**config.mk**
```make
export PLATFORM = sky130hd
export DESIGN_NAME = hps_outq
export DESIGN_NICKNAME = d
export VERILOG_FILES = /design/src/hw/rtl/hps_pkg.sv /design/src/hw/rtl/hps_outq.sv
export SDC_FILE = /design/constraint.sdc
export NUM_CORES = 1
export LEC_CHECK = 0
export ABC_AREA = 1
export BUFFER_PORTS_ARGS = -buffer_cell sky130_fd_sc_hd__buf_2
export CAP_MARGIN = 10
export CORE_AREA = 2 2 150 152
export DETAILED_ROUTE_END_ITERATION = 8
export DIE_AREA = 0 0 152 154
export PLACE_DENSITY = 0.67
export SYNTH_ARGS = -nofsm -noshare
export SYNTH_HDL_FRONTEND = slang
export SYNTH_SLANG_ARGS = --single-unit
```
**constraint.sdc**
```tcl
create_clock -name clk -period 2.6 [get_ports clk]
set_input_delay 0 -clock clk [delete_from_list [all_inputs] [get_ports clk]]
set_output_delay 0 -clock clk [all_outputs]
set_load 0.005 [all_outputs]
```
**src/hw/rtl/hps_pkg.sv**
```systemverilog
`timescale 1ns / 1ps
// Shared types and constants for the heading PID step block.
// Used by every module under hw/rtl; depends on nothing else.
package hps_pkg;

	// Field widths
	localparam int ANGLE_W  = 24;
	localparam int ERR_W    = ANGLE_W + 1;
	localparam int DERIV_W  = ERR_W + 1;
	localparam int SUM_W    = 40;
	localparam int STEP_W   = 16;
	localparam int GAIN_W   = 20;
	localparam int DRIVE_W  = 16;
	localparam int CLAMP_W  = 15;
	localparam int ZONE_W   = 23;

	// Fixed-point scaling: drive is in 1/256 V
	localparam int ANGLE_FRAC_BITS = 8;
	localparam int GAIN_FRAC_BITS  = 16;
	localparam int DRIVE_FRAC_BITS = 8;
	localparam int DRIVE_SHIFT     = ANGLE_FRAC_BITS + GAIN_FRAC_BITS - DRIVE_FRAC_BITS;

	// Integral product is split into a low unsigned and a high signed part
	localparam int SPLIT_W = 20;
	localparam int HI_W    = SUM_W - SPLIT_W;
	localparam int PE_W    = ERR_W + GAIN_W + 1;
	localparam int PD_W    = DERIV_W + GAIN_W + 1;
	localparam int PL_W    = SPLIT_W + GAIN_W + 2;
	localparam int PH_W    = HI_W + GAIN_W + 1;
	localparam int P_W     = 62;

	// Configuration port
	localparam int CFG_IDX_W  = 3;
	localparam int CFG_DATA_W = 23;

	typedef enum logic [CFG_IDX_W-1:0] {
		REG_PROP_GAIN  = 3'd0,
		REG_INTEG_GAIN = 3'd1,
		REG_DERIV_GAIN = 3'd2,
		REG_MAX_DRIVE  = 3'd3,
		REG_INTEG_ZONE = 3'd4,
		REG_TOLERANCE  = 3'd5,
		REG_STEP_LIMIT = 3'd6
	} cfg_reg_t;

	// Register reset values
	localparam logic [GAIN_W-1:0]  RST_PROP_GAIN  = 20'd10682;
	localparam logic [GAIN_W-1:0]  RST_INTEG_GAIN = 20'd1049;
	localparam logic [GAIN_W-1:0]  RST_DERIV_GAIN = 20'd10486;
	localparam logic [CLAMP_W-1:0] RST_MAX_DRIVE  = 15'd1792;
	localparam logic [ZONE_W-1:0]  RST_INTEG_ZONE = 23'd3840;
	localparam logic [ZONE_W-1:0]  RST_TOLERANCE  = 23'd154;
	localparam logic [STEP_W-1:0]  RST_STEP_LIMIT = 16'd300;

	// Integral saturation limits
	localparam logic signed [SUM_W-1:0] SUM_MAX = {1'b0, {(SUM_W-1){1'b1}}};
	localparam logic signed [SUM_W-1:0] SUM_MIN = {1'b1, {(SUM_W-1){1'b0}}};

	typedef struct packed {
		logic [GAIN_W-1:0]  prop_gain;
		logic [GAIN_W-1:0]  integ_gain;
		logic [GAIN_W-1:0]  deriv_gain;
		logic [CLAMP_W-1:0] max_drive;
		logic [ZONE_W-1:0]  integ_zone;
		logic [ZONE_W-1:0]  tolerance;
		logic [STEP_W-1:0]  step_limit;
	} cfg_t;

	typedef struct packed {
		logic [ANGLE_W-1:0] measured_angle;
		logic [ANGLE_W-1:0] target_angle;
		logic               restart;
	} in_beat_t;

	// Result of the state update stage
	typedef struct packed {
		logic               active;
		logic               done;
		logic [STEP_W-1:0]  steps;
		logic [ERR_W-1:0]   err;
		logic [DERIV_W-1:0] deriv;
		logic [SUM_W-1:0]   sum;
	} step_t;

	// Partial products
	typedef struct packed {
		logic              active;
		logic              done;
		logic [STEP_W-1:0] steps;
		logic [PE_W-1:0]   pe;
		logic [PD_W-1:0]   pd;
		logic [PL_W-1:0]   pl;
		logic [PH_W-1:0]   ph;
	} prod_t;

	// Result beat
	typedef struct packed {
		logic [DRIVE_W-1:0] drive;
		logic               done;
		logic [STEP_W-1:0]  steps;
	} res_t;

endpackage

```
**src/hw/rtl/hps_outq.sv**
```systemverilog
`timescale 1ns / 1ps
// Result queue between the pipeline and the output channel.
// Depends on hps_pkg.
module hps_outq #(
	parameter int DEPTH = 8
) (
	input  logic          clk,
	input  logic          arst_n,
	input  logic          push,
	input  hps_pkg::res_t push_data,
	input  logic          pop,
	output logic          head_valid,
	output hps_pkg::res_t head
);

	localparam int PTR_W = (DEPTH > 1) ? $clog2(DEPTH) : 1;
	localparam int CNT_W = $clog2(DEPTH + 1);

	hps_pkg::res_t     mem_q [DEPTH];
	logic [PTR_W-1:0]  wr_ptr_q;
	logic [PTR_W-1:0]  rd_ptr_q;
	logic [CNT_W-1:0]  cnt_q;

	// Write the entry at the tail
	always_ff @(posedge clk) begin
		if (push) begin
			mem_q[wr_ptr_q] <= push_data;
		end
	end

	// Advance pointers and fill count
	always_ff @(posedge clk or negedge arst_n) begin
		if (!arst_n) begin
			wr_ptr_q <= '0;
			rd_ptr_q <= '0;
			cnt_q    <= '0;
		end else begin
			if (push) begin
				wr_ptr_q <= (wr_ptr_q == PTR_W'(DEPTH - 1)) ? '0 : wr_ptr_q + 1'b1;
			end
			if (pop) begin
				rd_ptr_q <= (rd_ptr_q == PTR_W'(DEPTH - 1)) ? '0 : rd_ptr_q + 1'b1;
			end
			case ({push, pop})
				2'b10:   cnt_q <= cnt_q + 1'b1;
				2'b01:   cnt_q <= cnt_q - 1'b1;
				default: cnt_q <= cnt_q;
			endcase
		end
	end

	assign head_valid = (cnt_q != '0);
	assign head       = mem_q[rd_ptr_q];

endmodule

```
==> reports/results.md <==
| Group | Result | This run |
|---|---|---|
| finish | Fraction of layout cells with a size suffix above 1 | 14.2% |
| worst setup path | RR Startpoint | wr_ptr_q[0] |
| yosys | Most area-hungry cell type in the Yosys netlist | edfxtp_1 |
| yosys | Area share of the largest cell type after synthesis | 73.4% |
| worst setup path | Worst Path Max Fanout | 69 |
| yosys | Synthesized area | 10800 sq um |
| timing | Worst hold slack | 266 ps |
| worst hold path | Worst Hold Endpoint | mem_q[6][17] |
| worst setup path | Startpoint types | register |
| place | Dpl cells | 1142 |
| yosys | Largest cells by area after synthesis | edfxtp_1 (73%), o21ai_0 (5.3%), nor2_1 (5.1%), nand2_1 (4.2%), o22ai_1 (3.8%) |
| worst hold path | Hold Crit Depth | 2 |
| global route | Residual overflow from global routing | 0 |
| clock tree | Post-CTS setup buffer count | 0 |
| timing | Number of setup violations in the final report | 0 |
| yosys | Async set-reset flop share out of synthesis | 3.65% |
| route | Vias post-DR | 6740 |
| route | Met2 WL post-DR | 11.2 mm |
| worst setup path | Start-to-end type of the worst setup path | register to primary output |
| finish | Layout area overhead | 17.7% |
| pwr | Maximum vdd ir drop | 0.000594 V |
| timing | Worst-case clock skew | 13.0 ps |
| yosys | Most frequently used flop master after synthesis | edfxtp_1 |
| global route | Global-route wire length before repair | 36.4 mm |
| finish | Post-layout instance count excluding filler cells | 1229 |
| clock tree | Clock-pin slew reported for the worst setup and hold paths after clock tree synthesis | 60 ps |
| place | Final HPWL from detailed placement | 12.4 mm |
| place | Placed instance area | 11500 sq um |
| timing | Part of the cycle the worst path needs | 87.8% |
| route | Residual DRC | 0 |
| clock tree | Cell at the root of the clock tree | clkbuf_16 |
| route | Length of the first detailed-routing pass in iterations | 4 |
| global route | Number of global-route vias before repair | 6662 |
| route | Starting DRC count in detailed routing | 698 |
| floorplan | # IOs | 71 |
| yosys | #FFs+latches synth | 274 |
| worst hold path | Hold WC Path Type | primary input to register |
| timing | Slew @ Worst Pin | 717 ps |
| clock tree | Total clock buffers created by CTS | 28 |
| route | Routed WL | 23.0 mm |
| clock tree | TritonCTS clock tree | yes |
| clock tree | Clock insertion delay at the later pin of the skew report | 540 ps |
| clock tree | Number of sinks handled by clock tree synthesis | 274 |
| timing | Worst rel slew slack | 51.9% |
| outcome | Outcome | completed |
| timing | Final Max Tran Viols | 0 |
| floorplan | Die outline height | 154 microns |
| clock tree | H-tree depth reported by CTS | 1 |
| worst setup path | Register-to-register path setup slack | 820 ps |
| timing | Number of hold violations in the final report | 0 |
| run | Maximum capacitance violations | 0 |
| worst setup path | Kind of end point of the critical path | primary output |
| worst setup path | CP required | 2600 ps |
| floorplan | Floorplan die area | 23400 sq um |
| yosys | Synth Net Count | 869 |
| yosys | Sequential cell area fraction in the yosys report | 75.7% |
| place | Count of port buffers added during placement | 70 |
| global route | Largest net degree at the start of global routing | 135 |
| worst hold path | Hold_sp | push_data[17] |
| timing | Peak Freq | 0.438 GHz |
| worst setup path | Crit path DAT | 2280 ps |
| global route | Antenna violations before repair | 0 |
| timing | Post-route setup TNS | 0 ps |
| global route | Global-route usage over all layers | 19.5% |
| timing | Setup repair after global routing missed its margin | no |
| worst setup path | Logic depth of the worst register-to-register path | 4 |
| floorplan | Initial Util | 49.8% |
| yosys | Number of warnings printed during yosys synthesis | 0 |
| yosys | Cells after Synth | 825 |
| finish | Final layout net count | 973 |
| place | Gpl congestion | 0.775 |
| floorplan | DIE WIDTH | 152 microns |
| pwr | Leakage power summed over all cells | 4.47 nW |
| floorplan | # rows | 54 |
| pwr | Power density over the cells | 1040 nW/um^2 |
| floorplan | Area of the core region | 21700 sq um |
| route | Total met3 wirelength after detailed routing | 1.20 mm |
| route | Average wire per standard cell | 18.7 microns |
| finish | Fillers | 1716 |
| yosys | Post-synth EDFFs | 264 |
| route | Detail Route Antenna Nets | 0 |
| finish | Total area of multi-input combinational cells | 2320 sq um |
| timing | Crit path time final | 2280 ps |
| route | Top Layer Used | met4 |
| finish | Combined flip-flop and latch cell area | 8180 sq um |
| worst setup path | Worst R2R End | mem_q[4][22] |
| clock tree | Clock tree buffer depth | 3 |
| yosys | Average footprint of a synthesized cell | 13.1 sq um |
| finish | Total inserted antenna cells | 0 |
| yosys | Cell variety after synth | 25 |
| route | Post-DR vias/cell | 5.48 |
| route | Metal1 wirelength | 10.2 mm |
| finish | Cell area after layout | 12700 sq um |
-- worst max path at each step --
stage	startpoint	end	slack (ps)	depth (start not counted)
after floorplan	wr_ptr_q[2]	mem_q[2][0]	230	3
after global placement	wr_ptr_q[0]	mem_q[4][18]	840	4
after detailed placement	wr_ptr_q[0]	mem_q[7][13]	800	3
after CTS	rd_ptr_q[0]	head[15]	300	7
after global routing	rd_ptr_q[0]	head[8]	140	7
final	rd_ptr_q[0]	head[14]	320	7
-- per-stage QoR --
step / setup WS, ps / power, mW / util [%]
after floorplan: 234 / 8.11 / -
after global placement: 843 / 9.44 / 53.0
after detailed placement: 795 / 9.52 / 53.0
after CTS: 296 / 13.3 / 58.6
after global routing: 143 / 13.9 / 58.6
final: 318 / 13.2 / 58.6
-- report_power, final --
group	switching, mW	internal, mW
clock	1.58	2.14
combinational	2.52	1.32
sequential	0.161	5.44
total	4.27	8.90
-- per-layer routing --
layer | up-vias | global-route usage, %
li1 | 3211 | -
met1 | 3315 | 26.8
met2 | 184 | 32.9
met3 | 30 | 2.76
met4 | 0 | 5.12
met5 | - | 0
-- cell usage after synthesis (2+ instances only) --
cell type and instances:
buf_2 21, xnor2_1 2, ha_1 7, dfrtp_1 10, buf_6 9, nand3_1 4, o22ai_1 66, o21ai_1 25
nand2_1 120, clkbuf_2 6, nor2_1 146, edfxtp_1 264, buf_4 2, o21ai_0 114, inv_1 10, clkbuf_1 10
-- registers in the layout, summed over array words and instances (netlist names) --
register / cells
mem_q: 264
rd_ptr_q: 3
wr_ptr_q: 3
cnt_q: 4
-- cells by family after synthesis --
group / after synthesis / share of synthesized area, %
AOI/OAI and AO/OA: 208 / 10.4
xor gates and xnor gates: 2 / 0.162
adders and majority gates: 7 / 0.811
buffers and inverters: 63 / 3.39
DFF: 274 / 75.7
and+or+nand+nor: 271 / 9.49
-- cell usage in the layout (no fill, tap or decap), types with 2 or more instances in the layout --
cell type	netlist	layout
edfxtp_1	264	264
nor2_1	146	138
nand2_1	120	120
o21ai_0	114	114
buf_2	21	70
o22ai_1	66	66
dlygate4sd3_1	0	37
clkbuf_16	0	29
o21ai_1	25	25
inv_1	10	10
clkbuf_1	10	10
buf_12	1	9
nor2_4	0	8
dfrtp_1	10	8
buf_4	2	8
ha_1	7	7
clkinv_1	1	6
nand3_1	4	4
inv_6	1	2
xnor2_1	2	2
clkinvlp_4	0	2
-- timing repair --
item / 4_1_cts / 5_1_grt
gates resized for setup: 0 / 0
endpoints found under the hold margin: 282 / 0
hold buffers: 37 / 0
-- critical path: stages (launching register included) --
cell,delay (ps)
dfrtp_4,510
inv_6,380
buf_4,290
o21ai_0,140
o22ai_1,140
nand2_1,70
nand2_1,80
buf_2,110
-- area by class of cell --
cell class / instances / share of cell area [%]
well taps: 280 / 2.76
clock inverters: 11 / 0.679
clock buffers: 39 / 6.00
inverters: 13 / 0.423
repair buffers: 124 / 7.56
flip-flops and latches: 274 / 64.4
multi-input cells: 488 / 18.2
(Power assumes the default switching activity.)
