## src/hw/rtl/hps_pkg.sv

```systemverilog
`timescale 1ns / 1ps
// Shared types and constants for the heading PID step block.
// Used by every module under hw/rtl; depends on nothing else.
package hps_pkg;

	// Field widths
	localparam int ANGLE_W  = 24;
	localparam int ERR_W    = ANGLE_W + 1;
	localparam int DERIV_W  = ERR_W + 1;
	localparam int SUM_W    = 40;
	localparam int STEP_W   = 16;
	localparam int GAIN_W   = 20;
	localparam int DRIVE_W  = 16;
	localparam int CLAMP_W  = 15;
	localparam int ZONE_W   = 23;

	// Fixed-point scaling: drive is in 1/256 V
	localparam int ANGLE_FRAC_BITS = 8;
	localparam int GAIN_FRAC_BITS  = 16;
	localparam int DRIVE_FRAC_BITS = 8;
	localparam int DRIVE_SHIFT     = ANGLE_FRAC_BITS + GAIN_FRAC_BITS - DRIVE_FRAC_BITS;

	// Integral product is split into a low unsigned and a high signed part
	localparam int SPLIT_W = 20;
	localparam int HI_W    = SUM_W - SPLIT_W;
	localparam int PE_W    = ERR_W + GAIN_W + 1;
	localparam int PD_W    = DERIV_W + GAIN_W + 1;
	localparam int PL_W    = SPLIT_W + GAIN_W + 2;
	localparam int PH_W    = HI_W + GAIN_W + 1;
	localparam int P_W     = 62;

	// Configuration port
	localparam int CFG_IDX_W  = 3;
	localparam int CFG_DATA_W = 23;

	typedef enum logic [CFG_IDX_W-1:0] {
		REG_PROP_GAIN  = 3'd0,
		REG_INTEG_GAIN = 3'd1,
		REG_DERIV_GAIN = 3'd2,
		REG_MAX_DRIVE  = 3'd3,
		REG_INTEG_ZONE = 3'd4,
		REG_TOLERANCE  = 3'd5,
		REG_STEP_LIMIT = 3'd6
	} cfg_reg_t;

	// Register reset values
	localparam logic [GAIN_W-1:0]  RST_PROP_GAIN  = 20'd10682;
	localparam logic [GAIN_W-1:0]  RST_INTEG_GAIN = 20'd1049;
	localparam logic [GAIN_W-1:0]  RST_DERIV_GAIN = 20'd10486;
	localparam logic [CLAMP_W-1:0] RST_MAX_DRIVE  = 15'd1792;
	localparam logic [ZONE_W-1:0]  RST_INTEG_ZONE = 23'd3840;
	localparam logic [ZONE_W-1:0]  RST_TOLERANCE  = 23'd154;
	localparam logic [STEP_W-1:0]  RST_STEP_LIMIT = 16'd300;

	// Integral saturation limits
	localparam logic signed [SUM_W-1:0] SUM_MAX = {1'b0, {(SUM_W-1){1'b1}}};
	localparam logic signed [SUM_W-1:0] SUM_MIN = {1'b1, {(SUM_W-1){1'b0}}};

	typedef struct packed {
		logic [GAIN_W-1:0]  prop_gain;
		logic [GAIN_W-1:0]  integ_gain;
		logic [GAIN_W-1:0]  deriv_gain;
		logic [CLAMP_W-1:0] max_drive;
		logic [ZONE_W-1:0]  integ_zone;
		logic [ZONE_W-1:0]  tolerance;
		logic [STEP_W-1:0]  step_limit;
	} cfg_t;

	typedef struct packed {
		logic [ANGLE_W-1:0] measured_angle;
		logic [ANGLE_W-1:0] target_angle;
		logic               restart;
	} in_beat_t;

	// Result of the state update stage
	typedef struct packed {
		logic               active;
		logic               done;
		logic [STEP_W-1:0]  steps;
		logic [ERR_W-1:0]   err;
		logic [DERIV_W-1:0] deriv;
		logic [SUM_W-1:0]   sum;
	} step_t;

	// Partial products
	typedef struct packed {
		logic              active;
		logic              done;
		logic [STEP_W-1:0] steps;
		logic [PE_W-1:0]   pe;
		logic [PD_W-1:0]   pd;
		logic [PL_W-1:0]   pl;
		logic [PH_W-1:0]   ph;
	} prod_t;

	// Result beat
	typedef struct packed {
		logic [DRIVE_W-1:0] drive;
		logic               done;
		logic [STEP_W-1:0]  steps;
	} res_t;

endpackage

```

## src/hw/rtl/hps_mult.sv

```systemverilog
`timescale 1ns / 1ps
// Gain products for the P, D and split I terms, one register stage.
// Depends on hps_pkg.
module hps_mult (
	input  logic           clk,
	input  logic           arst_n,
	input  logic           s2_valid,
	input  hps_pkg::step_t s2,
	input  hps_pkg::cfg_t  cfg,
	output logic           s3_valid,
	output hps_pkg::prod_t s3
);

	logic signed [hps_pkg::GAIN_W:0]  kp;
	logic signed [hps_pkg::GAIN_W:0]  ki;
	logic signed [hps_pkg::GAIN_W:0]  kd;
	logic signed [hps_pkg::SPLIT_W:0] sum_lo;
	logic signed [hps_pkg::HI_W-1:0]  sum_hi;
	logic signed [hps_pkg::PE_W-1:0]  pe;
	logic signed [hps_pkg::PD_W-1:0]  pd;
	logic signed [hps_pkg::PL_W-1:0]  pl;
	logic signed [hps_pkg::PH_W-1:0]  ph;

	// Gains are unsigned; give them a zero sign bit
	always_comb begin
		kp     = $signed({1'b0, cfg.prop_gain});
		ki     = $signed({1'b0, cfg.integ_gain});
		kd     = $signed({1'b0, cfg.deriv_gain});
		sum_lo = $signed({1'b0, s2.sum[hps_pkg::SPLIT_W-1:0]});
		sum_hi = $signed(s2.sum[hps_pkg::SUM_W-1:hps_pkg::SPLIT_W]);
		pe     = $signed(s2.err) * kp;
		pd     = $signed(s2.deriv) * kd;
		pl     = sum_lo * ki;
		ph     = sum_hi * ki;
	end

	always_ff @(posedge clk or negedge arst_n) begin
		if (!arst_n) begin
			s3_valid <= 1'b0;
		end else begin
			s3_valid <= s2_valid;
		end
	end

	// Register the products
	always_ff @(posedge clk) begin
		if (s2_valid) begin
			s3.active <= s2.active;
			s3.done   <= s2.done;
			s3.steps  <= s2.steps;
			s3.pe     <= pe;
			s3.pd     <= pd;
			s3.pl     <= pl;
			s3.ph     <= ph;
		end
	end

endmodule

```

## config.mk

```make
export PLATFORM = sky130hd
export DESIGN_NAME = hps_mult
export DESIGN_NICKNAME = d
export VERILOG_FILES = /design/src/hw/rtl/hps_pkg.sv /design/src/hw/rtl/hps_mult.sv
export SDC_FILE = /design/constraint.sdc
export NUM_CORES = 2
export LEC_CHECK = 0
export BUFFER_PORTS_ARGS = -buffer_cell sky130_fd_sc_hd__buf_2
export CAP_MARGIN = 20
export CORE_MARGIN = 2
export CORE_UTILIZATION = 29
export CTS_BUF_LIST = sky130_fd_sc_hd__clkbuf_4 sky130_fd_sc_hd__clkbuf_8
export DETAILED_ROUTE_END_ITERATION = 10
export SLEW_MARGIN = 25
export SYNTH_ARGS = -nofsm -noshare
export SYNTH_HDL_FRONTEND = slang
export SYNTH_SLANG_ARGS = --single-unit
```

## constraint.sdc

```tcl
create_clock -name clk -period 1.1 [get_ports clk]
set_clock_uncertainty 0.05 [all_clocks]
set_input_delay 0.22 -clock clk [delete_from_list [all_inputs] [get_ports clk]]
set_output_delay 0.22 -clock clk [all_outputs]
set_load 0.005 [all_outputs]
```

==> key figures <==
Worst setup path
  • Critical path arrival: 6.69 ns
  • Crit. Startpoint: s2[77]
  • WS Path Type: input port to flip-flop
  • Worst setup EP type: flip-flop
  • CP startpoint kind: input port
  • Required time of the critical path: 1.51 ns
  • Critical Path Fanout Max: 5

Drt
  • Initial detailed-routing violation count: 2130
  • WL final: just over 200 mm
  • Post-DR wirelength/cell: 17.28 µm
  • Via Count: roughly 52000
  • Final antenna-violating net count: 0
  • Vias per inst: approximately 4.5
  • Router iterations before antenna repair: 7
  • # DRC: 0

Synth
  • Simple-gate share of the synthesized area: between 15 and 20%
  • Main combinational cell family by area after synthesis: adder cells
  • Post-Syn Area: approximately 70000 µm²
  • Cells after Synth: between 7000 and 8000
  • Synth warn: 0
  • Synth Area in XOR/XNOR: approximately 2.2%
  • Post-synthesis async set-or-reset flop share: less than 1%
  • Synthesis-stage register bit count: 193
  • Ys flop type: edfxtp_1
  • Distinct cells, synth: 66
  • Adder-cell share of the synthesized area: between 50% and 60%
  • Sequential area share after synthesis: 8.303%
  • Mean Syn Cell Area: ~9.6 µm²
  • Post-synth EDFFs: 192
  • Mux share of post-synthesis cell area: 0%
  • Compound-Gate Fraction of Synth Area: 4.096%

Clock network
  • CTS max path bufs: 2
  • Clk sink count: 193
  • Cts bufs inserted: 17
  • CTS tree: built
  • Root buffer cell: clkbuf_8
  • Reg clk slew, reported paths: roughly 0.16 ns
  • CTS H-tree lvls: 4

Timing
  • Worst Tran Pin Value: roughly 0.60 ns
  • Final worst slack: -5.183 ns
  • Final setup viols: 359
  • Fmax: between 150 and 200 MHz
  • RSZ-0062 raised after global routing: true
  • Slew Viols, Final: 0
  • Fin crit share: 571.2%
  • Slew headroom: ~60%
  • Final Hold Fails: 0
  • Crit path time final: around 6.3 ns
  • Fin Setup TNS: -753.14 ns
  • Hold Slack: 0.1723 ns

GRT
  • First-pass GRT wire length: ~330 mm
  • Initial antenna violation count: 19
  • Largest net degree at the start of global routing: 28
  • Via count of the first global-routing pass: around 60000
  • GRT overflow: 0
  • Total GRT Usage: 17.18%

Placed design
  • Routability cong.: around 0.90
  • Port bufs: around 360
  • Placed insts: 11460
  • Dpl hpwl: 172.6 mm

Run status
  • Failing checks: negative setup slack
  • Status: complete, but fails checks

Cells and area
  • Ratio of cells with drive above 1 in the final layout: about 28%
  • Commonest non-fill, non-tap cell in the layout: inv_1
  • Most frequent cells in the layout: 1644 x inv_1, 1583 x fa_1, 993 x buf_4, 955 x and2_1, 742 x nand2_1
  • Fin cells: ~12000
  • Layout area overhead: 29.17%
  • Fill count: between 20000 and 25000
  • Final core occ: a little under two fifths
  • Fin nets: ~11000

Floorplan
  • Die Y: around 490 µm
  • Die area: about 240000 µm²
  • FP Rows: 180
  • Core area: between 200000 and 250000 µm²
  • Top-Level Pins: 444
  • Starting Density: about 29%
  • Width of the die: roughly 500 µm

Worst hold path
  • Hold Crit Depth: 2
  • Hold wc startpoint: s2[100]
  • Worst Hold Endpoint: s3[185]
  • Hold/Removal Path Class: input port to flip-flop

Run
  • Max-cap viol count: 0
==> final cells by class <==
class                      instances  area, µm²  area share [%]
antenna                           11      27.53         0.03056
clock buffer                      17      234.0          0.2597
clock inverter                    15      196.4          0.2181
inverter                        1732       6504           7.220
multi-input combinational       4975      60620           67.30
sequential                       193       5791           6.428
tap                             3185       3985           4.424
timing repair buffer            1543      12720           14.12
==> through the flow <==
stage / setup WS, ns / cell area, µm²
2_1_floorplan: -5.604 / 72920
3_3_place_gp: -6.333 / 84540
3_5_place_dp: -6.327 / 84540
4_1_cts: -5.096 / 88830
5_1_grt: -5.328 / 90070
6_report: -5.183 / 90080
==> critical path, cell delays in order <==
cell     delay, ns
buf_8         0.11
buf_6         0.12
buf_6         0.12
and2_4        0.15
fa_2          0.46
fa_1          0.50
inv_2         0.04
fa_1          0.52
inv_2         0.04
fa_1          0.54
fa_2          0.48
fa_1          0.52
inv_2         0.04
fa_1          0.51
inv_2         0.05
ha_4          0.25
buf_4         0.14
nand2_4       0.07
inv_2         0.04
nand4_1       0.10
buf_4         0.12
o311a_4       0.21
nor3_2        0.06
o41a_1        0.36
or4_4         0.46
a41oi_2       0.21
o21ai_1       0.10
xor2_1        0.15
==> kinds of logic after synthesis <==
| logic type | after synthesis |
|---|---|
| AO/OA/AOI/OAI | 440 |
| AND/OR/NAND/NOR | 2114 |
| adder cells (fa/ha/maj) | 2244 |
| XOR/XNOR | 175 |
| buffers and inverters | 2094 |
| flip-flops | 193 |
| other | 1 |
==> sequential cells by signal, indices dropped and copies added (netlist names) <==
signal	flops
s3_valid	1
s3	192
==> layer usage <==
| layer | GRT usage (%) | routed length, µm | vias to the layer above |
|---|---|---|---|
| li1 | - | - | 23650 |
| met2 | 30.69 | 103700 | 1101 |
| met3 | 2.296 | 8174 | 308 |
| met5 | 0 | 43 | - |
| met4 | 6.239 | 8240 | 6 |
| met1 | 21.00 | 81550 | 27430 |
==> cells in the mapped netlist, types with 3 or more instances <==
master | instances | area, µm²
inv_1 | 1732 | 6501
fa_1 | 1677 | 33570
and2_1 | 1112 | 6957
nand2_1 | 769 | 2887
ha_1 | 567 | 7094
clkbuf_1 | 355 | 1333
edfxtp_1 | 192 | 5766
a21oi_1 | 149 | 745.7
xnor2_1 | 136 | 1191
nor2_1 | 97 | 364.1
o21ai_0 | 68 | 340.3
a21o_1 | 60 | 450.4
nand3_1 | 39 | 195.2
xor2_1 | 39 | 341.6
o21a_1 | 25 | 187.7
nand2b_1 | 24 | 150.1
o21bai_1 | 22 | 165.2
a211oi_1 | 16 | 120.1
nor3_1 | 15 | 75.07
a31oi_1 | 14 | 87.58
and3_1 | 14 | 87.58
nor2b_1 | 10 | 62.56
a2111oi_0 | 9 | 78.83
nand4_1 | 9 | 56.30
o211ai_1 | 9 | 67.56
o31ai_1 | 8 | 60.06
a31o_2 | 6 | 52.55
a21boi_0 | 5 | 37.54
a41oi_1 | 5 | 43.79
nor4_1 | 5 | 31.28
o22ai_1 | 5 | 31.28
or2_2 | 5 | 31.28
or3_1 | 4 | 25.02
a211o_1 | 3 | 26.28
a41oi_2 | 3 | 48.80
buf_2 | 3 | 15.01
nand3b_1 | 3 | 22.52
o2111ai_1 | 3 | 26.28
o21ai_1 | 3 | 15.01
o31a_1 | 3 | 26.28
==> timing repair <==
action                                  in CTS  in global routing
hold endpoints to repair                    75                  0
endpoints found under the setup margin     359                359
pin swaps                                  313                236
gates cloned                                 8                  1
gates resized for setup                    660                241
hold buffers                                22                  0
setup buffers                              124                 46
==> how the worst max path moves through the flow <==
stage / endpoint / slack (ns) / depth (start not counted)
6_report: s3[174] / -5.18 / 28
5_1_grt: s3[173] / -5.33 / 27
4_1_cts: s3[174] / -5.10 / 24
3_5_place_dp: s3[127] / -6.33 / 25
3_3_place_gp: s3[127] / -6.33 / 25
2_1_floorplan: s3[174] / -5.60 / 24
Power is not shown: default switching activity piles up to over one toggle a cycle in this logic, so the estimate is an artifact.
