[src/hw/rtl/hps_pkg.sv]
`timescale 1ns / 1ps
// Shared types and constants for the heading PID step block.
// Used by every module under hw/rtl; depends on nothing else.
package hps_pkg;

	// Field widths
	localparam int ANGLE_W  = 24;
	localparam int ERR_W    = ANGLE_W + 1;
	localparam int DERIV_W  = ERR_W + 1;
	localparam int SUM_W    = 40;
	localparam int STEP_W   = 16;
	localparam int GAIN_W   = 20;
	localparam int DRIVE_W  = 16;
	localparam int CLAMP_W  = 15;
	localparam int ZONE_W   = 23;

	// Fixed-point scaling: drive is in 1/256 V
	localparam int ANGLE_FRAC_BITS = 8;
	localparam int GAIN_FRAC_BITS  = 16;
	localparam int DRIVE_FRAC_BITS = 8;
	localparam int DRIVE_SHIFT     = ANGLE_FRAC_BITS + GAIN_FRAC_BITS - DRIVE_FRAC_BITS;

	// Integral product is split into a low unsigned and a high signed part
	localparam int SPLIT_W = 20;
	localparam int HI_W    = SUM_W - SPLIT_W;
	localparam int PE_W    = ERR_W + GAIN_W + 1;
	localparam int PD_W    = DERIV_W + GAIN_W + 1;
	localparam int PL_W    = SPLIT_W + GAIN_W + 2;
	localparam int PH_W    = HI_W + GAIN_W + 1;
	localparam int P_W     = 62;

	// Configuration port
	localparam int CFG_IDX_W  = 3;
	localparam int CFG_DATA_W = 23;

	typedef enum logic [CFG_IDX_W-1:0] {
		REG_PROP_GAIN  = 3'd0,
		REG_INTEG_GAIN = 3'd1,
		REG_DERIV_GAIN = 3'd2,
		REG_MAX_DRIVE  = 3'd3,
		REG_INTEG_ZONE = 3'd4,
		REG_TOLERANCE  = 3'd5,
		REG_STEP_LIMIT = 3'd6
	} cfg_reg_t;

	// Register reset values
	localparam logic [GAIN_W-1:0]  RST_PROP_GAIN  = 20'd10682;
	localparam logic [GAIN_W-1:0]  RST_INTEG_GAIN = 20'd1049;
	localparam logic [GAIN_W-1:0]  RST_DERIV_GAIN = 20'd10486;
	localparam logic [CLAMP_W-1:0] RST_MAX_DRIVE  = 15'd1792;
	localparam logic [ZONE_W-1:0]  RST_INTEG_ZONE = 23'd3840;
	localparam logic [ZONE_W-1:0]  RST_TOLERANCE  = 23'd154;
	localparam logic [STEP_W-1:0]  RST_STEP_LIMIT = 16'd300;

	// Integral saturation limits
	localparam logic signed [SUM_W-1:0] SUM_MAX = {1'b0, {(SUM_W-1){1'b1}}};
	localparam logic signed [SUM_W-1:0] SUM_MIN = {1'b1, {(SUM_W-1){1'b0}}};

	typedef struct packed {
		logic [GAIN_W-1:0]  prop_gain;
		logic [GAIN_W-1:0]  integ_gain;
		logic [GAIN_W-1:0]  deriv_gain;
		logic [CLAMP_W-1:0] max_drive;
		logic [ZONE_W-1:0]  integ_zone;
		logic [ZONE_W-1:0]  tolerance;
		logic [STEP_W-1:0]  step_limit;
	} cfg_t;

	typedef struct packed {
		logic [ANGLE_W-1:0] measured_angle;
		logic [ANGLE_W-1:0] target_angle;
		logic               restart;
	} in_beat_t;

	// Result of the state update stage
	typedef struct packed {
		logic               active;
		logic               done;
		logic [STEP_W-1:0]  steps;
		logic [ERR_W-1:0]   err;
		logic [DERIV_W-1:0] deriv;
		logic [SUM_W-1:0]   sum;
	} step_t;

	// Partial products
	typedef struct packed {
		logic              active;
		logic              done;
		logic [STEP_W-1:0] steps;
		logic [PE_W-1:0]   pe;
		logic [PD_W-1:0]   pd;
		logic [PL_W-1:0]   pl;
		logic [PH_W-1:0]   ph;
	} prod_t;

	// Result beat
	typedef struct packed {
		logic [DRIVE_W-1:0] drive;
		logic               done;
		logic [STEP_W-1:0]  steps;
	} res_t;

endpackage

[src/hw/rtl/hps_state.sv]
`timescale 1ns / 1ps
// Controller state and per-sample update: error, derivative, zoned integral.
// Depends on hps_pkg.
module hps_state (
	input  logic             clk,
	input  logic             arst_n,
	input  logic             s1_valid,
	input  hps_pkg::in_beat_t s1,
	input  hps_pkg::cfg_t    cfg,
	output logic             s2_valid,
	output hps_pkg::step_t   s2
);

	logic signed [hps_pkg::ERR_W-1:0] last_err_q;
	logic signed [hps_pkg::SUM_W-1:0] sum_q;
	logic [hps_pkg::STEP_W-1:0]       cnt_q;
	logic                             fin_q;

	logic signed [hps_pkg::ERR_W-1:0]   le_e;
	logic signed [hps_pkg::SUM_W-1:0]   sum_e;
	logic [hps_pkg::STEP_W-1:0]         cnt_e;
	logic                               fin_e;
	logic signed [hps_pkg::ERR_W-1:0]   err;
	logic [hps_pkg::ERR_W-1:0]          aerr;
	logic signed [hps_pkg::DERIV_W-1:0] deriv;
	logic signed [hps_pkg::SUM_W:0]     sum_ext;
	logic signed [hps_pkg::SUM_W-1:0]   sum_acc;
	logic                               stop;
	logic                               in_zone;

	logic signed [hps_pkg::ERR_W-1:0]   le_n;
	logic signed [hps_pkg::SUM_W-1:0]   sum_n;
	logic [hps_pkg::STEP_W-1:0]         cnt_n;
	logic                               fin_n;
	logic                               active;

	// Restart clears the state seen by this sample
	always_comb begin
		if (s1.restart) begin
			le_e  = '0;
			sum_e = '0;
			cnt_e = '0;
			fin_e = 1'b0;
		end else begin
			le_e  = last_err_q;
			sum_e = sum_q;
			cnt_e = cnt_q;
			fin_e = fin_q;
		end
	end

	// Error, magnitude, derivative and saturating accumulate
	always_comb begin
		err     = $signed({s1.target_angle[hps_pkg::ANGLE_W-1], s1.target_angle})
		        - $signed({s1.measured_angle[hps_pkg::ANGLE_W-1], s1.measured_angle});
		aerr    = err[hps_pkg::ERR_W-1] ? (~err + 1'b1) : err;
		stop    = (aerr <= {2'b00, cfg.tolerance}) || (cnt_e >= cfg.step_limit);
		in_zone = (aerr < {2'b00, cfg.integ_zone}) && (err != '0);
		deriv   = $signed({err[hps_pkg::ERR_W-1], err}) - $signed({le_e[hps_pkg::ERR_W-1], le_e});
		sum_ext = $signed({sum_e[hps_pkg::SUM_W-1], sum_e})
		        + $signed({{(hps_pkg::SUM_W+1-hps_pkg::ERR_W){err[hps_pkg::ERR_W-1]}}, err});
		if (sum_ext[hps_pkg::SUM_W] != sum_ext[hps_pkg::SUM_W-1]) begin
			sum_acc = sum_ext[hps_pkg::SUM_W] ? hps_pkg::SUM_MIN : hps_pkg::SUM_MAX;
		end else begin
			sum_acc = sum_ext[hps_pkg::SUM_W-1:0];
		end
	end

	// Next state: hold when latched done, finish on tolerance or step limit
	always_comb begin
		le_n   = le_e;
		sum_n  = sum_e;
		cnt_n  = cnt_e;
		fin_n  = fin_e;
		active = 1'b0;
		if (!fin_e) begin
			if (stop) begin
				fin_n = 1'b1;
			end else begin
				active = 1'b1;
				cnt_n  = cnt_e + 1'b1;
				le_n   = err;
				sum_n  = in_zone ? sum_acc : '0;
			end
		end
	end

	// Commit the state on each beat
	always_ff @(posedge clk or negedge arst_n) begin
		if (!arst_n) begin
			last_err_q <= '0;
			sum_q      <= '0;
			cnt_q      <= '0;
			fin_q      <= 1'b0;
			s2_valid   <= 1'b0;
		end else begin
			s2_valid <= s1_valid;
			if (s1_valid) begin
				last_err_q <= le_n;
				sum_q      <= sum_n;
				cnt_q      <= cnt_n;
				fin_q      <= fin_n;
			end
		end
	end

	// Stage payload for the multipliers
	always_ff @(posedge clk) begin
		if (s1_valid) begin
			s2.active <= active;
			s2.done   <= fin_n;
			s2.steps  <= cnt_n;
			s2.err    <= err;
			s2.deriv  <= deriv;
			s2.sum    <= sum_n;
		end
	end

endmodule

[config.mk]
export PLATFORM = sky130hd
export DESIGN_NAME = hps_state
export DESIGN_NICKNAME = d
export VERILOG_FILES = /design/src/hw/rtl/hps_pkg.sv /design/src/hw/rtl/hps_state.sv
export SDC_FILE = /design/constraint.sdc
export NUM_CORES = 1
export LEC_CHECK = 0
export ABC_AREA = 1
export BUFFER_PORTS_ARGS = -buffer_cell sky130_fd_sc_hd__buf_2
export CAP_MARGIN = 20
export CORE_MARGIN = 1.5
export CORE_UTILIZATION = 50
export DETAILED_ROUTE_END_ITERATION = 10
export MAX_ROUTING_LAYER = met4
export PLACE_DENSITY = 0.75
export RECOVER_POWER = 100
export SLEW_MARGIN = 20
export SYNTH_ARGS = -nofsm -noshare
export SYNTH_HDL_FRONTEND = slang
export SYNTH_SLANG_ARGS = --single-unit
[constraint.sdc]
create_clock -name clk -period 3.05 [get_ports clk]
set_input_delay 0.1525 -clock clk [delete_from_list [all_inputs] [get_ports clk]]
set_output_delay 0.1525 -clock clk [all_outputs]
set_load 0.02 [all_outputs]
==> metrics.txt <==
# TYPE chip_impl_metric gauge
chip_impl_info{name="run_status",value="complete, but fails checks"} 1
chip_impl_info{name="failed_checks",value="capacitance limit, slew limit, setup timing"} 1
chip_impl_metric{name="final_layout_size_suffix_gt1_frac",unit=""} 0.316
chip_impl_metric{name="area_of_the_placeable_core",unit="mm2"} 0.0334
chip_impl_info{name="synthTopCellsByArea",value="edfxtp_1 19%, nand2_1 17%, dfrtp_1 12%"} 1
chip_impl_metric{name="worst_slew_pin_slew",unit="ns"} 1.67
chip_impl_metric{name="finalCoreUtilization",unit=""} 0.754
chip_impl_metric{name="lkg_pwr",unit="nW"} 13.4
chip_impl_metric{name="detail_route.iter0.violations",unit=""} 1803
chip_impl_info{name="cpMaxStageDelayCell",value="fa_2"} 1
chip_impl_metric{name="ant_nets",unit=""} 0
chip_impl_metric{name="num_io_pins",unit=""} 299
chip_impl_metric{name="drt_pre_antenna_iters",unit=""} 5
chip_impl_metric{name="ff_latch_count_synth",unit=""} 192
chip_impl_metric{name="die_x",unit="um"} 187
chip_impl_metric{name="netlist_area",unit="mm2"} 0.0169
chip_impl_metric{name="synth_adder_area_share",unit=""} 0.116
chip_impl_metric{name="drt_drc_violations_left",unit=""} 0
chip_impl_metric{name="internal-power",unit="mW"} 11.1
chip_impl_metric{name="cts_buffers",unit=""} 17
chip_impl_metric{name="antenna_violations_before_repair",unit=""} 1
chip_impl_metric{name="yosysSeqAreaShare",unit=""} 0.317
chip_impl_metric{name="fin_ws",unit="ns"} -1.36
chip_impl_metric{name="clockPowerShare",unit=""} 0.117
chip_impl_metric{name="clock_path_buffers",unit=""} 2
chip_impl_metric{name="power.share.combinational",unit=""} 0.674
chip_impl_info{name="grt_setup_unrepaired",value="yes"} 1
chip_impl_metric{name="timing.max_slew.rel_slack",unit=""} -0.111
chip_impl_info{name="rr_startpoint",value="cnt_q[9]$_DFFE_PN0P_"} 1
chip_impl_info{name="critical-path-top-delay-family",value="simple AND/OR/NAND/NOR gates"} 1
chip_impl_info{name="cts_tree",value="built"} 1
chip_impl_info{name="worst_hold_startpoint",value="s1[0]"} 1
chip_impl_metric{name="maxClockFrequency",unit="MHz"} 227
chip_impl_metric{name="grt_first_pass_wirelength",unit="um"} 99500
chip_impl_info{name="dominantRegCellSynth",value="edfxtp_1"} 1
chip_impl_metric{name="power-per-cell-area",unit="mW/mm2"} 816
chip_impl_metric{name="cp.arrival",unit="ns"} 4.63
chip_impl_metric{name="maxCapViolations",unit=""} 2
chip_impl_metric{name="detailroute.via_count",unit=""} 19695
chip_impl_info{name="timing.critical_path.mode_cell",value="nand2_2"} 1
chip_impl_metric{name="setup-violations-final",unit=""} 149
chip_impl_metric{name="worst_hold_path.num_cells",unit=""} 7
chip_impl_metric{name="power.ir.vdd_worst",unit="mV"} 0.598
chip_impl_metric{name="p_seq_frac",unit=""} 0.210
chip_impl_metric{name="worst-r2r-setup-slack",unit="ns"} -0.40
chip_impl_metric{name="synth.lib_cells_used.distinct",unit=""} 48
chip_impl_info{name="worst_r2r_endpoint",value="sum_q[36]$_DFFE_PN0P_"} 1
chip_impl_metric{name="clock_latency_on_the_worst_skew_pair",unit="ns"} 0.46
chip_impl_metric{name="grtUsageTotal",unit=""} 0.370
chip_impl_info{name="final_common_cell",value="nand2_1"} 1
chip_impl_metric{name="slowest_delay",unit="ns"} 0.36
chip_impl_metric{name="dieHeight",unit="um"} 187
chip_impl_metric{name="routedWlPerCell",unit="um"} 17.5
chip_impl_metric{name="netlist.area_leader.share",unit=""} 0.194
chip_impl_metric{name="core.rowCount",unit=""} 67
chip_impl_info{name="main_combinational_cell_family_by_area_after_synthesis",value="simple AND/OR/NAND/NOR gates"} 1
chip_impl_metric{name="synthMuxAreaShare",unit=""} 0
chip_impl_metric{name="swShare",unit=""} 0.461
chip_impl_metric{name="p_switching",unit="mW"} 9.46
chip_impl_metric{name="synth_xor_area_frac",unit=""} 0.0409
chip_impl_metric{name="number_of_global_route_vias_before_repair",unit=""} 19353
chip_impl_metric{name="area.growth.synth_to_final",unit="%"} 49.1
chip_impl_metric{name="grt_max_degree",unit=""} 118
chip_impl_metric{name="postSynth.asyncResetShare",unit=""} 0.432
chip_impl_metric{name="final_cells",unit=""} 3683
chip_impl_metric{name="grt-ovfl-total",unit=""} 0
chip_impl_metric{name="gp_congestion",unit=""} 1.06
chip_impl_metric{name="synth_nets",unit=""} 2806
chip_impl_metric{name="cts.sink_count",unit=""} 192
chip_impl_metric{name="synthesis.yosys.warnings",unit=""} 0
chip_impl_metric{name="synthCells",unit=""} 2462
chip_impl_metric{name="synth_area_per_cell",unit="um2"} 6.85
chip_impl_metric{name="hpwl",unit="um"} 46800
chip_impl_metric{name="worst_hold_slack",unit="ns"} 0.333
chip_impl_info{name="holdCritPathClass",value="in -> reg"} 1
chip_impl_metric{name="ff2ff_path_depth",unit=""} 20
chip_impl_metric{name="htree_levels",unit=""} 4
chip_impl_metric{name="finish.instance_area",unit="mm2"} 0.0252
chip_impl_metric{name="dp_worst_setup_slack",unit="ns"} -1.91
chip_impl_metric{name="worst-endpoint-required",unit="ns"} 3.27
chip_impl_metric{name="finish.net_count",unit=""} 3565
chip_impl_metric{name="synth_simple_gate_area_frac",unit=""} 0.319
chip_impl_metric{name="hold_violations",unit=""} 0
chip_impl_metric{name="synth_compound_area_frac",unit=""} 0.0939
chip_impl_metric{name="fin_tns_setup",unit="ns"} -180.79
chip_impl_metric{name="final.period_utilization",unit=""} 1.45
chip_impl_metric{name="finalClockSkew",unit="ns"} 0.0147
chip_impl_metric{name="avgViaCountPerCell",unit=""} 5.35
chip_impl_metric{name="cp_num_buf_inv",unit=""} 12
chip_impl_metric{name="fin_crit",unit="ns"} 4.41
chip_impl_info{name="highest_count_cells_in_the_layout_ignoring_fill_and_taps",value="682 x nand2_1, 513 x buf_4, 408 x inv_1"} 1
chip_impl_metric{name="placedInstanceArea",unit="mm2"} 0.0226
chip_impl_metric{name="synth_enable_flop_cells",unit=""} 109
chip_impl_metric{name="wirelength",unit="um"} 64500
chip_impl_info{name="whs_endpoint",value="sum_q[0]$_DFFE_PN0P_"} 1
chip_impl_info{name="start_kind",value="input port"} 1
chip_impl_metric{name="worstPathMaxFanout",unit=""} 6
chip_impl_info{name="yosys.area.top_type",value="edfxtp_1"} 1
chip_impl_metric{name="drv_slew",unit=""} 146
chip_impl_metric{name="design.die.area",unit="mm2"} 0.0349
chip_impl_metric{name="numPlacedInstances",unit=""} 3598
chip_impl_info{name="worstSetupEndpointType",value="flip-flop"} 1
chip_impl_metric{name="port_buffers",unit=""} 223
chip_impl_info{name="clockRootBuffer",value="clkbuf_16"} 1
chip_impl_metric{name="post-layout-total-power",unit="mW"} 20.5
chip_impl_info{name="timing_worst_setup_path_type",value="in -> reg"} 1
chip_impl_metric{name="clock_input_transition_at_the_sequential_cells_of_the_worst_setup_and_hold_paths",unit="ns"} 0.08
chip_impl_metric{name="start_util",unit=""} 0.506
## area by class of cell
cell class / instances / area, um2
Multi-Input combinational cell: 1782 / 11100
Inverter: 427 / 1620
Sequential cell: 192 / 5350
Antenna cell: 1 / 2.50
Timing Repair Buffer: 801 / 5920
Clock buffer: 17 / 425
Clock inverter: 15 / 183
Fill cell: 2657 / 8210
Tap cell: 448 / 561
## sequential cells by signal, summed over array words and instances (netlist names)
register    flops
cnt_q          16
fin_q           1
last_err_q     25
s2            109
s2_valid        1
sum_q          40
## worst min-delay path: stages
cell and delay (ns):
buf_2 0.12, inv_2 0.08, nand2_1 0.09, buf_4 0.10
nand2_1 0.07, nand3_1 0.08, nand2_1 0.05
## worst max-delay path by stage
| stage | cells after the start | to | start | slack [ns] |
|---|---|---|---|---|
| 2_1_floorplan | 38 | s2[10]$_DFFE_PP_ | s1[1] | -1.14 |
| 3_3_place_gp | 29 | s2[39]$_DFFE_PP_ | s1[1] | -1.83 |
| 3_5_place_dp | 39 | s2[26]$_DFFE_PP_ | s1[1] | -1.91 |
| 4_1_cts | 41 | s2[27]$_DFFE_PP_ | s1[1] | -1.14 |
| 5_1_grt | 41 | s2[23]$_DFFE_PP_ | s1[1] | -1.54 |
| 6_report | 41 | s2[32]$_DFFE_PP_ | s1[1] | -1.36 |
## layer usage
| metal | global-route usage | vias to the layer above | share of wire |
|---|---|---|---|
| met4 | 0.127 | 0 | 0.037 |
| met1 | 0.473 | 9206 | 0.42 |
| met3 | 0.0389 | 146 | 0.067 |
| li1 | - | 9481 | - |
| met2 | 0.613 | 862 | 0.47 |
| met5 | - | - | 0 |
## kinds of logic (layout without fill, tap and decap cells)
| family | after synthesis | count (layout) |
|---|---|---|
| compound gates | 289 | 289 |
| xor+xnor | 78 | 78 |
| fa+ha+maj | 155 | 155 |
| buf+inv | 488 | 1260 |
| flops | 192 | 192 |
| other cells | 0 | 1 |
| simple gates | 1260 | 1260 |
## power by group through the flow
stage          registers (mW)  logic (mW)  clock network (mW)
6_report                 4.30        13.8                2.39
5_1_grt                  4.38        14.9                2.48
4_1_cts                  4.26        12.9                2.39
3_5_place_dp             4.29        11.3                   0
3_3_place_gp             4.28        11.0                   0
2_1_floorplan            4.73        5.94                   0
## what timing repair did
action / in CTS / in global routing
buffers inserted: 33 / 12
pin swaps: 83 / 53
hold endpoints to repair: 26 / 0
cloned: 12 / 2
setup endpoints to repair: 149 / 154
gates resized for setup: 198 / 148
hold buffers: 2 / 0
## synth_stat cells (all sizes together), types with 2 or more instances
cell type and n:
nand4 81, o21bai 14, o211ai 5, o21ai 72
a31oi 19, xor2 62, a211oi 2, nand3 152
fa 3, nor4 6, buf 23, and2 15
clkbuf 38, edfxtp 109, a21o 4, xnor2 16
nand3b 6, nor3 16, inv 427, nand2 804
and3 5, nor2 174, ha 152, o31ai 4
o21a 2, a21oi 155, dfrtp 83, a21boi 5
(Power assumes the default switching activity.)
